$ cat src/sv/pis_pkg.sv
`default_nettype none
// ----------------------------------------------------------------------------
// pis_pkg
// Shared types and constants of the interval-censored Peto score block.
// ----------------------------------------------------------------------------
package pis_pkg;

    localparam int TIME_W  = 32;
    localparam int SURV_W  = 17;
    localparam int SCORE_W = 22;

    localparam logic [SURV_W-1:0]  SURV_ONE  = 17'h10000;
    localparam logic [SCORE_W-1:0] SCORE_MIN = 22'h200000;
    // 32.0 in Q16, reduced to the score width.
    localparam logic [SCORE_W-1:0] Q16_BIAS  = 22'h200000;

    localparam logic [63:0] BIAS_Q44   = 64'h0002_0000_0000_0000;
    localparam logic [63:0] ONE_Q44    = 64'h0000_1000_0000_0000;
    localparam logic [63:0] ROUND_HALF = 64'h0000_0000_0800_0000;

    localparam logic [7:0] K_FIRST = 8'd3;
    localparam logic [7:0] K_STEP  = 8'd2;
    localparam logic [7:0] K_LIMIT = 8'd200;

    localparam logic [6:0] Z_STEPS    = 7'd60;
    localparam logic [6:0] FULL_STEPS = 7'd64;

    localparam int QDEPTH = 2;
    localparam int QPTR_W = $clog2(QDEPTH);
    localparam int QCNT_W = $clog2(QDEPTH + 1);

    typedef struct packed {
        logic [SURV_W-1:0] sl;
        logic [SURV_W-1:0] sr;
    } t_pair;

    typedef struct packed {
        logic        start;
        logic        is_div;
        logic [63:0] a;
        logic [63:0] b;
        logic [19:0] rem0;
        logic [19:0] dvs;
        logic [6:0]  steps;
    } t_mdu_req;

    typedef struct packed {
        logic         done;
        logic [127:0] prod;
        logic [63:0]  quot;
    } t_mdu_rsp;

    typedef enum logic [3:0] {
        ST_IDLE,
        ST_AT_START,
        ST_AT_DIV,
        ST_AT_SQ,
        ST_AT_CHK,
        ST_AT_TMUL,
        ST_AT_TDIV,
        ST_LN_START,
        ST_LN_MUL,
        ST_LN_DONE,
        ST_NA,
        ST_NB,
        ST_QDIV,
        ST_ROUND,
        ST_OUT
    } t_back_state;

    typedef enum logic {RET_LN2, RET_LN} t_ret;
    typedef enum logic {STEP_A, STEP_B} t_step;

endpackage
`default_nettype wire

$ cat src/sv/peto_interval_score.sv
`default_nettype none
// ----------------------------------------------------------------------------
// peto_interval_score
// Interval-censored Peto score: log-rank or Wilcoxon score per sample.
// ----------------------------------------------------------------------------
//  channel | handshake                  | payload
//  --------+----------------------------+----------------------------------
//  in      | i_in_valid / o_in_ready    | left, right, grid time, surv, last
//  out     | o_out_valid / i_out_ready  | o_score
//  cfg     | i_cfg_wr_en                | i_cfg_wr_data (score mode)
//
// The front end takes one grid point per cycle while the pair queue has room.
// The back end forms a log-rank score on the bit-serial multiply/divide
// unit running the atanh series and a Wilcoxon score directly from the
// pair. Reset is synchronous; it clears the sequencer and queue state and
// the front end's held survival values. A stalled output holds the back
// end, which then stops the front once the queue of two pairs is full.
module peto_interval_score
    import pis_pkg::*;
(
    input  wire logic                 i_clk,
    input  wire logic                 i_rst_n,
    input  wire logic                 i_cfg_wr_en,
    input  wire logic                 i_cfg_wr_data,
    input  wire logic                 i_in_valid,
    output logic                      o_in_ready,
    input  wire logic [TIME_W-1:0]    i_left_time,
    input  wire logic [TIME_W-1:0]    i_right_time,
    input  wire logic [TIME_W-1:0]    i_grid_time,
    input  wire logic [SURV_W-1:0]    i_surv_value,
    input  wire logic                 i_last_point,
    output logic                      o_out_valid,
    input  wire logic                 i_out_ready,
    output logic signed [SCORE_W-1:0] o_score
);

    logic  q_ready, q_valid, push, pop;
    t_pair push_pair, q_data;

    pis_front u_front (
        .i_clk        (i_clk),
        .i_rst_n      (i_rst_n),
        .i_in_valid   (i_in_valid),
        .o_in_ready   (o_in_ready),
        .i_left_time  (i_left_time),
        .i_right_time (i_right_time),
        .i_grid_time  (i_grid_time),
        .i_surv_value (i_surv_value),
        .i_last_point (i_last_point),
        .i_q_ready    (q_ready),
        .o_push       (push),
        .o_pair       (push_pair)
    );

    pis_queue u_queue (
        .i_clk   (i_clk),
        .i_rst_n (i_rst_n),
        .i_push  (push),
        .i_wdata (push_pair),
        .o_ready (q_ready),
        .i_pop   (pop),
        .o_valid (q_valid),
        .o_rdata (q_data)
    );

    pis_back u_back (
        .i_clk         (i_clk),
        .i_rst_n       (i_rst_n),
        .i_cfg_wr_en   (i_cfg_wr_en),
        .i_cfg_wr_data (i_cfg_wr_data),
        .i_q_valid     (q_valid),
        .i_q_data      (q_data),
        .o_q_pop       (pop),
        .o_out_valid   (o_out_valid),
        .i_out_ready   (i_out_ready),
        .o_score       (o_score)
    );

`ifndef SYNTH
    // A finished sample is waiting in the queue right after its last word.
    a_push_lands: assert property (@(posedge i_clk) disable iff (!i_rst_n)
        (i_in_valid && o_in_ready && i_last_point) |=> q_valid)
        else $error("sample pair lost after last word");

    // No Peto score rises above one.
    a_score_max: assert property (@(posedge i_clk) disable iff (!i_rst_n)
        o_out_valid |-> (o_score <= $signed(22'sd65536)))
        else $error("score above one");
`endif

endmodule
`default_nettype wire

$ cat src/sv/pis_front.sv
`default_nettype none
// ----------------------------------------------------------------------------
// pis_front
// Takes grid points one per cycle when the queue has room; picks the left and
// right survival values of each sample and pushes the pair on the last point.
// ----------------------------------------------------------------------------
module pis_front
    import pis_pkg::*;
(
    input  wire logic              i_clk,
    input  wire logic              i_rst_n,
    input  wire logic              i_in_valid,
    output logic                   o_in_ready,
    input  wire logic [TIME_W-1:0] i_left_time,
    input  wire logic [TIME_W-1:0] i_right_time,
    input  wire logic [TIME_W-1:0] i_grid_time,
    input  wire logic [SURV_W-1:0] i_surv_value,
    input  wire logic              i_last_point,
    input  wire logic              i_q_ready,
    output logic                   o_push,
    output t_pair                  o_pair
);

    logic              r_left_found, r_ra_found, r_ry_found;
    logic [SURV_W-1:0] r_held_left, r_held_right, r_ra_surv, r_ry_surv;

    logic              accept, right_hit, lf_hit, lf_new, ra_hit, ry_hit;
    logic              ra_found_new, ry_found_new;
    logic [SURV_W-1:0] s, hl_new, ra_surv_new, ry_surv_new, sr_sel;

    always_comb begin
        s            = (i_surv_value > SURV_ONE) ? SURV_ONE : i_surv_value;
        right_hit    = (i_right_time <= i_grid_time);
        lf_hit       = !r_left_found && (i_left_time <= i_grid_time);
        lf_new       = r_left_found | lf_hit;
        hl_new       = lf_hit ? s : r_held_left;
        ra_hit       = lf_new && !r_ra_found && right_hit;
        ra_found_new = r_ra_found | ra_hit;
        ra_surv_new  = ra_hit ? s : r_ra_surv;
        ry_hit       = !r_ry_found && right_hit;
        ry_found_new = r_ry_found | ry_hit;
        ry_surv_new  = ry_hit ? s : r_ry_surv;
        if (lf_new) begin
            sr_sel = ra_found_new ? ra_surv_new : r_held_right;
        end else begin
            sr_sel = ry_found_new ? ry_surv_new : r_held_right;
        end
    end

    assign o_in_ready = i_q_ready;
    assign accept     = i_in_valid & i_q_ready;
    assign o_push     = accept & i_last_point;
    assign o_pair     = '{sl: hl_new, sr: sr_sel};

    always_ff @(posedge i_clk) begin
        if (!i_rst_n) begin
            r_left_found <= 1'b0;
            r_ra_found   <= 1'b0;
            r_ry_found   <= 1'b0;
            r_held_left  <= '0;
            r_held_right <= '0;
            r_ra_surv    <= '0;
            r_ry_surv    <= '0;
        end else if (accept) begin
            r_held_left <= hl_new;
            r_ra_surv   <= ra_surv_new;
            r_ry_surv   <= ry_surv_new;
            if (i_last_point) begin
                r_left_found <= 1'b0;
                r_ra_found   <= 1'b0;
                r_ry_found   <= 1'b0;
                r_held_right <= sr_sel;
            end else begin
                r_left_found <= lf_new;
                r_ra_found   <= ra_found_new;
                r_ry_found   <= ry_found_new;
            end
        end
    end

endmodule
`default_nettype wire

$ cat src/sv/pis_queue.sv
`default_nettype none
// ----------------------------------------------------------------------------
// pis_queue
// Short queue of survival pairs between the front and the back end.
// ----------------------------------------------------------------------------
module pis_queue
    import pis_pkg::*;
(
    input  wire logic  i_clk,
    input  wire logic  i_rst_n,
    input  wire logic  i_push,
    input  t_pair      i_wdata,
    output logic       o_ready,
    input  wire logic  i_pop,
    output logic       o_valid,
    output t_pair      o_rdata
);

    t_pair              r_mem [QDEPTH];
    logic [QPTR_W-1:0]  r_wr_ptr, r_rd_ptr;
    logic [QCNT_W-1:0]  r_count;
    logic               do_push, do_pop;

    assign o_ready = (r_count != QCNT_W'(QDEPTH));
    assign o_valid = (r_count != '0);
    assign do_push = i_push & o_ready;
    assign do_pop  = i_pop & o_valid;
    assign o_rdata = r_mem[r_rd_ptr];

    always_ff @(posedge i_clk) begin
        if (!i_rst_n) begin
            r_wr_ptr <= '0;
            r_rd_ptr <= '0;
            r_count  <= '0;
        end else begin
            if (do_push) begin
                r_wr_ptr <= (r_wr_ptr == QPTR_W'(QDEPTH - 1)) ? '0 : r_wr_ptr + 1'b1;
            end
            if (do_pop) begin
                r_rd_ptr <= (r_rd_ptr == QPTR_W'(QDEPTH - 1)) ? '0 : r_rd_ptr + 1'b1;
            end
            if (do_push && !do_pop) begin
                r_count <= r_count + 1'b1;
            end else if (do_pop && !do_push) begin
                r_count <= r_count - 1'b1;
            end
        end
    end

    always_ff @(posedge i_clk) begin
        if (do_push) begin
            r_mem[r_wr_ptr] <= i_wdata;
        end
    end

endmodule
`default_nettype wire

$ cat src/sv/pis_mdu.sv
`default_nettype none
// ----------------------------------------------------------------------------
// pis_mdu
// Bit-serial multiply and restoring divide unit, one bit per cycle.
// ----------------------------------------------------------------------------
module pis_mdu
    import pis_pkg::*;
(
    input  wire logic i_clk,
    input  wire logic i_rst_n,
    input  t_mdu_req  i_req,
    output t_mdu_rsp  o_rsp
);

    logic         r_busy, r_done, r_is_div;
    logic [6:0]   r_cnt, r_steps;
    logic [63:0]  r_a, r_b, r_dvd, r_quot;
    logic [127:0] r_prod;
    logic [19:0]  r_rem, r_dvs;

    logic [19:0]  trial, n_rem;
    logic         ge;
    logic [64:0]  msum;

    always_comb begin
        trial = {r_rem[18:0], r_dvd[63]};
        ge    = (trial >= r_dvs);
        n_rem = ge ? (trial - r_dvs) : trial;
        msum  = {1'b0, r_prod[127:64]} + (r_b[0] ? {1'b0, r_a} : 65'd0);
    end

    always_ff @(posedge i_clk) begin
        if (!i_rst_n) begin
            r_busy <= 1'b0;
            r_done <= 1'b0;
            r_cnt  <= '0;
        end else begin
            r_done <= 1'b0;
            if (i_req.start) begin
                r_busy <= 1'b1;
                r_cnt  <= '0;
            end else if (r_busy) begin
                r_cnt <= r_cnt + 1'b1;
                if (r_cnt == r_steps - 1'b1) begin
                    r_busy <= 1'b0;
                    r_done <= 1'b1;
                end
            end
        end
    end

    always_ff @(posedge i_clk) begin
        if (i_req.start) begin
            r_is_div <= i_req.is_div;
            r_steps  <= i_req.steps;
            r_a      <= i_req.a;
            r_b      <= i_req.b;
            r_prod   <= '0;
            r_dvd    <= i_req.a;
            r_rem    <= i_req.rem0;
            r_dvs    <= i_req.dvs;
            r_quot   <= '0;
        end else if (r_busy) begin
            if (r_is_div) begin
                r_rem  <= n_rem;
                r_quot <= {r_quot[62:0], ge};
                r_dvd  <= {r_dvd[62:0], 1'b0};
            end else begin
                r_prod <= {msum, r_prod[63:1]};
                r_b    <= {1'b0, r_b[63:1]};
            end
        end
    end

    assign o_rsp = '{done: r_done, prod: r_prod, quot: r_quot};

endmodule
`default_nettype wire

$ cat src/sv/pis_back.sv
`default_nettype none
// ----------------------------------------------------------------------------
// pis_back
// Sequencer that turns a survival pair into a Peto score (log-rank: atanh
// series logarithms and the difference quotient, on the shared serial unit).
// ----------------------------------------------------------------------------
module pis_back
    import pis_pkg::*;
(
    input  wire logic               i_clk,
    input  wire logic               i_rst_n,
    input  wire logic               i_cfg_wr_en,
    input  wire logic               i_cfg_wr_data,
    input  wire logic               i_q_valid,
    input  t_pair                   i_q_data,
    output logic                    o_q_pop,
    output logic                    o_out_valid,
    input  wire logic               i_out_ready,
    output logic signed [SCORE_W-1:0] o_score
);

    t_back_state r_state, n_state;
    t_ret        r_ret, n_ret;
    t_step       r_step, n_step;

    logic               r_score_mode;
    logic [SURV_W-1:0]  r_sl, n_sl, r_sr, n_sr, r_x, n_x;
    logic [4:0]         r_e, n_e;
    logic [17:0]        r_atn, n_atn, r_atd, n_atd;
    logic [63:0]        r_term, n_term, r_zz, n_zz, r_sum, n_sum;
    logic [63:0]        r_l2, n_l2, r_at, n_at, r_ln, n_ln, r_na, n_na;
    logic [63:0]        r_acc, n_acc, rnd;
    logic [7:0]         r_k, n_k;
    logic [SCORE_W-1:0] r_score, n_score;

    logic [4:0]         e_x;
    logic [17:0]        p_x;

    t_mdu_req req;
    t_mdu_rsp rsp;

    pis_mdu u_mdu (
        .i_clk   (i_clk),
        .i_rst_n (i_rst_n),
        .i_req   (req),
        .o_rsp   (rsp)
    );

    // floor(log2 x) for x up to 2^16
    always_comb begin
        e_x = '0;
        for (int i = 0; i < SURV_W; i++) begin
            if (r_x[i]) begin
                e_x = 5'(i);
            end
        end
        p_x = 18'(1) << e_x;
    end

    always_comb begin
        n_state = r_state;
        n_ret   = r_ret;
        n_step  = r_step;
        n_sl    = r_sl;
        n_sr    = r_sr;
        n_x     = r_x;
        n_e     = r_e;
        n_atn   = r_atn;
        n_atd   = r_atd;
        n_term  = r_term;
        n_zz    = r_zz;
        n_sum   = r_sum;
        n_l2    = r_l2;
        n_at    = r_at;
        n_ln    = r_ln;
        n_na    = r_na;
        n_acc   = r_acc;
        n_k     = r_k;
        n_score = r_score;
        req     = '0;
        o_q_pop = 1'b0;
        rnd     = r_acc + ROUND_HALF;

        unique case (r_state)
            ST_IDLE: begin
                if (i_q_valid) begin
                    o_q_pop = 1'b1;
                    n_sl    = i_q_data.sl;
                    n_sr    = i_q_data.sr;
                    if (!r_score_mode) begin
                        n_score = SCORE_W'(i_q_data.sl) + SCORE_W'(i_q_data.sr)
                                  - SCORE_W'(SURV_ONE);
                        n_state = ST_OUT;
                    end else if (i_q_data.sl <= i_q_data.sr && i_q_data.sl == '0) begin
                        n_score = SCORE_MIN;
                        n_state = ST_OUT;
                    end else begin
                        n_atn   = 18'd1;
                        n_atd   = 18'd3;
                        n_ret   = RET_LN2;
                        n_state = ST_AT_START;
                    end
                end
            end
            ST_AT_START: begin
                req.start  = 1'b1;
                req.is_div = 1'b1;
                req.rem0   = 20'(r_atn);
                req.dvs    = 20'(r_atd);
                req.steps  = Z_STEPS;
                n_state    = ST_AT_DIV;
            end
            ST_AT_DIV: begin
                if (rsp.done) begin
                    n_term    = rsp.quot;
                    req.start = 1'b1;
                    req.a     = rsp.quot;
                    req.b     = rsp.quot;
                    req.steps = FULL_STEPS;
                    n_state   = ST_AT_SQ;
                end
            end
            ST_AT_SQ: begin
                if (rsp.done) begin
                    n_zz    = rsp.prod[123:60];
                    n_sum   = r_term;
                    n_k     = K_FIRST;
                    n_state = ST_AT_CHK;
                end
            end
            ST_AT_CHK: begin
                if (r_term != '0 && r_k < K_LIMIT) begin
                    req.start = 1'b1;
                    req.a     = r_term;
                    req.b     = r_zz;
                    req.steps = FULL_STEPS;
                    n_state   = ST_AT_TMUL;
                end else if (r_ret == RET_LN2) begin
                    n_l2    = {15'd0, r_sum[63:15]};
                    n_x     = r_sl;
                    n_step  = STEP_A;
                    n_state = ST_LN_START;
                end else begin
                    n_at      = {15'd0, r_sum[63:15]};
                    req.start = 1'b1;
                    req.a     = r_l2;
                    req.b     = 64'(r_e);
                    req.steps = FULL_STEPS;
                    n_state   = ST_LN_MUL;
                end
            end
            ST_AT_TMUL: begin
                if (rsp.done) begin
                    n_term     = rsp.prod[123:60];
                    req.start  = 1'b1;
                    req.is_div = 1'b1;
                    req.a      = rsp.prod[123:60];
                    req.dvs    = 20'(r_k);
                    req.steps  = FULL_STEPS;
                    n_state    = ST_AT_TDIV;
                end
            end
            ST_AT_TDIV: begin
                if (rsp.done) begin
                    n_sum   = r_sum + rsp.quot;
                    n_k     = r_k + K_STEP;
                    n_state = ST_AT_CHK;
                end
            end
            ST_LN_START: begin
                n_e     = e_x;
                n_atn   = 18'(r_x) - p_x;
                n_atd   = 18'(r_x) + p_x;
                n_ret   = RET_LN;
                n_state = ST_AT_START;
            end
            ST_LN_MUL: begin
                if (rsp.done) begin
                    n_ln    = rsp.prod[63:0] + r_at;
                    n_state = ST_LN_DONE;
                end
            end
            ST_LN_DONE: begin
                if (r_step == STEP_A) begin
                    if (r_sl <= r_sr) begin
                        n_acc   = BIAS_Q44 + ONE_Q44 + r_ln - {r_l2[59:0], 4'd0};
                        n_state = ST_ROUND;
                    end else begin
                        req.start = 1'b1;
                        req.a     = r_ln;
                        req.b     = 64'(r_sl);
                        req.steps = FULL_STEPS;
                        n_state   = ST_NA;
                    end
                end else begin
                    req.start = 1'b1;
                    req.a     = r_ln;
                    req.b     = 64'(r_sr);
                    req.steps = FULL_STEPS;
                    n_state   = ST_NB;
                end
            end
            ST_NA: begin
                if (rsp.done) begin
                    n_na = rsp.prod[63:0];
                    if (r_sr == '0) begin
                        // x ln x is zero at zero, so the quotient starts now.
                        req.start  = 1'b1;
                        req.is_div = 1'b1;
                        req.a      = rsp.prod[63:0];
                        req.dvs    = 20'(r_sl - r_sr);
                        req.steps  = FULL_STEPS;
                        n_state    = ST_QDIV;
                    end else begin
                        n_x     = r_sr;
                        n_step  = STEP_B;
                        n_state = ST_LN_START;
                    end
                end
            end
            ST_NB: begin
                if (rsp.done) begin
                    req.start  = 1'b1;
                    req.is_div = 1'b1;
                    req.a      = r_na - rsp.prod[63:0];
                    req.dvs    = 20'(r_sl - r_sr);
                    req.steps  = FULL_STEPS;
                    n_state    = ST_QDIV;
                end
            end
            ST_QDIV: begin
                if (rsp.done) begin
                    n_acc   = BIAS_Q44 + rsp.quot - {r_l2[59:0], 4'd0};
                    n_state = ST_ROUND;
                end
            end
            ST_ROUND: begin
                n_score = rnd[49:28] - Q16_BIAS;
                n_state = ST_OUT;
            end
            ST_OUT: begin
                if (i_out_ready) begin
                    n_state = ST_IDLE;
                end
            end
            default: begin
                n_state = ST_IDLE;
            end
        endcase
    end

    always_ff @(posedge i_clk) begin
        if (!i_rst_n) begin
            r_state      <= ST_IDLE;
            r_score_mode <= 1'b1;
        end else begin
            r_state <= n_state;
            if (i_cfg_wr_en) begin
                r_score_mode <= i_cfg_wr_data;
            end
        end
    end

    always_ff @(posedge i_clk) begin
        r_ret   <= n_ret;
        r_step  <= n_step;
        r_sl    <= n_sl;
        r_sr    <= n_sr;
        r_x     <= n_x;
        r_e     <= n_e;
        r_atn   <= n_atn;
        r_atd   <= n_atd;
        r_term  <= n_term;
        r_zz    <= n_zz;
        r_sum   <= n_sum;
        r_l2    <= n_l2;
        r_at    <= n_at;
        r_ln    <= n_ln;
        r_na    <= n_na;
        r_acc   <= n_acc;
        r_k     <= n_k;
        r_score <= n_score;
    end

    assign o_out_valid = (r_state == ST_OUT);
    assign o_score     = $signed(r_score);

endmodule
`default_nettype wire

$ cat config.mk
export PLATFORM = sky130hd
export DESIGN_NAME = peto_interval_score
export DESIGN_NICKNAME = d
export VERILOG_FILES = /design/src/sv/pis_pkg.sv /design/src/sv/peto_interval_score.sv /design/src/sv/pis_front.sv /design/src/sv/pis_queue.sv /design/src/sv/pis_mdu.sv /design/src/sv/pis_back.sv
export SDC_FILE = /design/constraint.sdc
export NUM_CORES = 2
export LEC_CHECK = 0
export BUFFER_PORTS_ARGS = -buffer_cell sky130_fd_sc_hd__buf_2
export CAP_MARGIN = 40
export CORE_UTILIZATION = 65
export CTS_CLUSTER_DIAMETER = 80
export DETAILED_ROUTE_END_ITERATION = 10
export GPL_ROUTABILITY_DRIVEN = 0
export HOLD_SLACK_MARGIN = 0.02
export MAX_ROUTING_LAYER = met4
export PLACE_DENSITY = 0.79
export SETUP_SLACK_MARGIN = 0.02
export SLEW_MARGIN = 25
export SYNTH_ARGS = -nofsm -noshare
export SYNTH_HDL_FRONTEND = slang
export SYNTH_SLANG_ARGS = --single-unit
$ cat constraint.sdc
create_clock -name i_clk -period 12.15 [get_ports i_clk]
set_clock_uncertainty 0.15 [all_clocks]
set_input_delay 2.43 -clock i_clk [delete_from_list [all_inputs] [get_ports i_clk]]
set_output_delay 2.43 -clock i_clk [all_outputs]
set_load 0.01 [all_outputs]
==> impl_results.md <==
* Via density at roughly 6.9
* Worst Setup EP: u_back.r_atn[14]
* EDFF count, synth at about 860
* Area growth, synth to finish at 9.19%
* Worst reg2reg startpoint: u_back.r_x[1]
* Largest net degree at the start of global routing at between 100 and 150
* Sequential power share at 0.415
* Worst-Skew Late Latency at approximately 0.76 ns
* MaxCap Viol Count at 0
* Most used DFF post-synth: edfxtp_1
* Crit Path Max Fanout at 9
* Outcome: finished with violations
* Most frequent cells in the layout: nand2_1 (942), edfxtp_1 (864), a21oi_1 (606), ha_1 (602), o21ai_0 (432)
* Clk slew on worst S/H paths at around 0.070 ns
* Final setup TNS at 0 ns
* CTS max path bufs at 3
* # rows at 120
* Final instance area at 76800 µm²
* Layout cells sized above 1 at 0.0893
* CTS Hold Bufs at 0
* Period minus WS final at slightly below 6 ns
* Slew at the pin with the worst max-slew slack at around 1.1 ns
* Most used cell, CP: a21oi_1
* Port Buffers at approximately 140
* Post-synth ARST share at 0
* Fin cells at just under 9000
* Unrepaired setup endpoints after global routing: false
* Synthesized area at 70300 µm²
* Final #Nets at between 7000 and 8000
* Fin. max-slew vios at 0
* CP Data Arrival Time at 6.22 ns
* Most common cell after layout, fill and taps aside: nand2_1
* CP Launch Type: flop
* PwrDens at around 180 nW/µm²
* WL final at approximately 220 mm
* Core area at approximately 110000 µm²
* Yosys warnings at 0
* I/O pins at 144
* DRC errors left at 2
* Initial antenna violation count at 4
* Initial DRC count at around 9300
* Post-route ant nets at 0
* CTS tree: built
* Post-DP HPWL at ~160 mm
* Yosys reg bits at approximately 1100
* Internal reg-to-reg setup slack at between 6 and 7 ns
* Initial Util at 0.656
* Final setup fails at 0
* H-tree levels at 3
* Combinational power share at 0.308
* DP Cell Count at about 8500
* Post-CTS setup buffer count at 0
* CP peak stage delay at ~0.48 ns
* Syn Nets at 7911
* CP Class: reg2reg
* Vias at 59700
* First-pass GRT wire length at about 330 mm
* Post-CTS Resized at 0
* Net Sw Frac at 0.357
* DP Area at slightly above 70000 µm²
* Psw at ~0.0049 W
* Die area at around 110000 µm²
* Failing checks: DRC
* Drt wl/cell at approximately 25 µm
* Final period util at 0.485
* CTS root buffer: clkbuf_16
* Crit. End Element: flop
* Reg2Reg Depth at 26
* Worst reg2reg endpoint: u_back.r_atn[14]
* Total power at 0.0137 W
* CP required at around 12 ns
* Gr usage total at 0.409
* HP Class: reg2reg
* Critical path origin: u_back.r_x[1]
* DRT Pass-1 Iters at 11
* Fmax achieved at 170 MHz
* Synthesized instance count at ~7000
* Post-synthesis average cell area at between 9 and 10 µm²
* Endpoints failing hold at 0
* Internal Dissipation at a little under 0.009 W
* Fillers at a little under 8000
* Clock Power Share at 0.277
* Slew HR at 0.284
* Seq/Total Area, Yosys at 0.449
* Worst VDD drop at around 0.2 mV
* Vias in the first global route at approximately 56000
* Total gr overflow at 0
* TritonCTS buffer count at 118
* Die H at 331 µm
* Distinct cells, synth at 85
* Lkg Pwr at around 32 nW
* CP max stage cell: edfxtp_1
* CTS Sinks at approximately 1100
* Die X at ~330 µm
Yosys cell counts (123+ instances only):
cell / n / area [µm²]
edfxtp_1: 864 / 25900
clkbuf_1: 313 / 1170
ha_1: 602 / 7530
xor2_1: 142 / 1240
inv_1: 381 / 1430
a21oi_1: 607 / 3040
dfxtp_1: 282 / 5650
nand3_1: 123 / 616
mux2_2: 127 / 1430
o21ai_0: 433 / 2170
nand2_1: 945 / 3550
a21o_1: 315 / 2360
nor2_1: 395 / 1480
xnor2_1: 225 / 1970
a222oi_1: 125 / 1250
layout make-up:
class                      instances  area, µm²  area share
antenna                            3       7.51   0.0000977
timing repair buffer             238       1750      0.0228
inverter                         383       1450      0.0188
clock inverter                    66        747     0.00973
clock buffer                     159       3290      0.0428
multi-input combinational       5312      36200       0.472
sequential                      1146      31600       0.411
tap                             1403       1760      0.0229
registers in the layout, summed over array words and instances, names as in the netlist, 22 cells and up, named ones only:
| register | cells |
|---|---|
| u_back.u_mdu.r_prod | 128 |
| u_back.u_mdu.r_b | 64 |
| u_back.r_term | 64 |
| u_back.u_mdu.r_dvd | 64 |
| u_back.u_mdu.r_quot | 64 |
| u_back.r_na | 64 |
| u_back.r_l2 | 49 |
| u_back.r_at | 49 |
| u_queue.r_mem | 68 |
| u_back.r_acc | 23 |
| u_back.u_mdu.r_a | 64 |
| u_back.r_sum | 64 |
| u_back.r_zz | 64 |
| u_back.o_score | 22 |
| u_back.r_ln | 64 |
per-layer routing:
metal  share of wire  wire, µm  track usage  vias up
li1                -         -            -    26500
met1            0.38     83500        0.534    28100
met2            0.43     95000        0.600     4234
met3            0.13     27900       0.0864      890
met4           0.066     14700        0.214        0
met5               0         0            -        -
through the flow:
step                setup WS (ns)  hold slack [ns]  utilization
finish                       6.26            0.310        0.716
global placement             6.12            0.297        0.674
floorplan                    5.67            0.274            -
global route                 5.57            0.329        0.716
CTS                          6.24            0.315        0.715
detailed placement           6.06            0.301        0.677
cells by family after synthesis:
family,synth area share
flip-flops,0.449
XOR/XNOR,0.0457
adder cells (fa/ha/maj),0.110
AO/OA/AOI/OAI,0.193
buffers and inverters,0.0387
multiplexers,0.0292
AND/OR/NAND/NOR,0.134
worst min path at each step:
| stage | startpoint | to | cells past startpoint |
|---|---|---|---|
| after floorplan | u_back.u_mdu.r_prod[60] | u_back.r_na[60] | 0 |
| after global placement | u_back.u_mdu.r_prod[124] | u_back.u_mdu.r_prod[124] | 2 |
| after detailed placement | u_back.u_mdu.r_prod[124] | u_back.u_mdu.r_prod[124] | 2 |
| after CTS | u_back.u_mdu.r_prod[124] | u_back.u_mdu.r_prod[124] | 2 |
| after global routing | u_front.r_ra_surv[7] | u_front.r_ra_surv[7] | 2 |
| final | u_back.u_mdu.r_prod[126] | u_back.u_mdu.r_prod[126] | 2 |
power by group through the flow:
stage / Combinational [W] / Clock [W] / Sequential (W)
floorplan: 0.00289 / 0 / 0.00551
global placement: 0.00390 / 0 / 0.00573
detailed placement: 0.00406 / 0 / 0.00574
CTS: 0.00410 / 0.00379 / 0.00567
global route: 0.00455 / 0.00394 / 0.00572
finish: 0.00422 / 0.00380 / 0.00569
worst max-delay path: cells and delay by family, from the launching register on:
family	cells	cell delay, ns
adders and majority gates	2	0.69
AOI/OAI and AO/OA	14	2.63
muxes	1	0.32
buffers and inverters	1	0.06
and+or+nand+nor	8	1.29
DFF	1	0.48
Note: power is estimated with default switching activity, not from simulation.
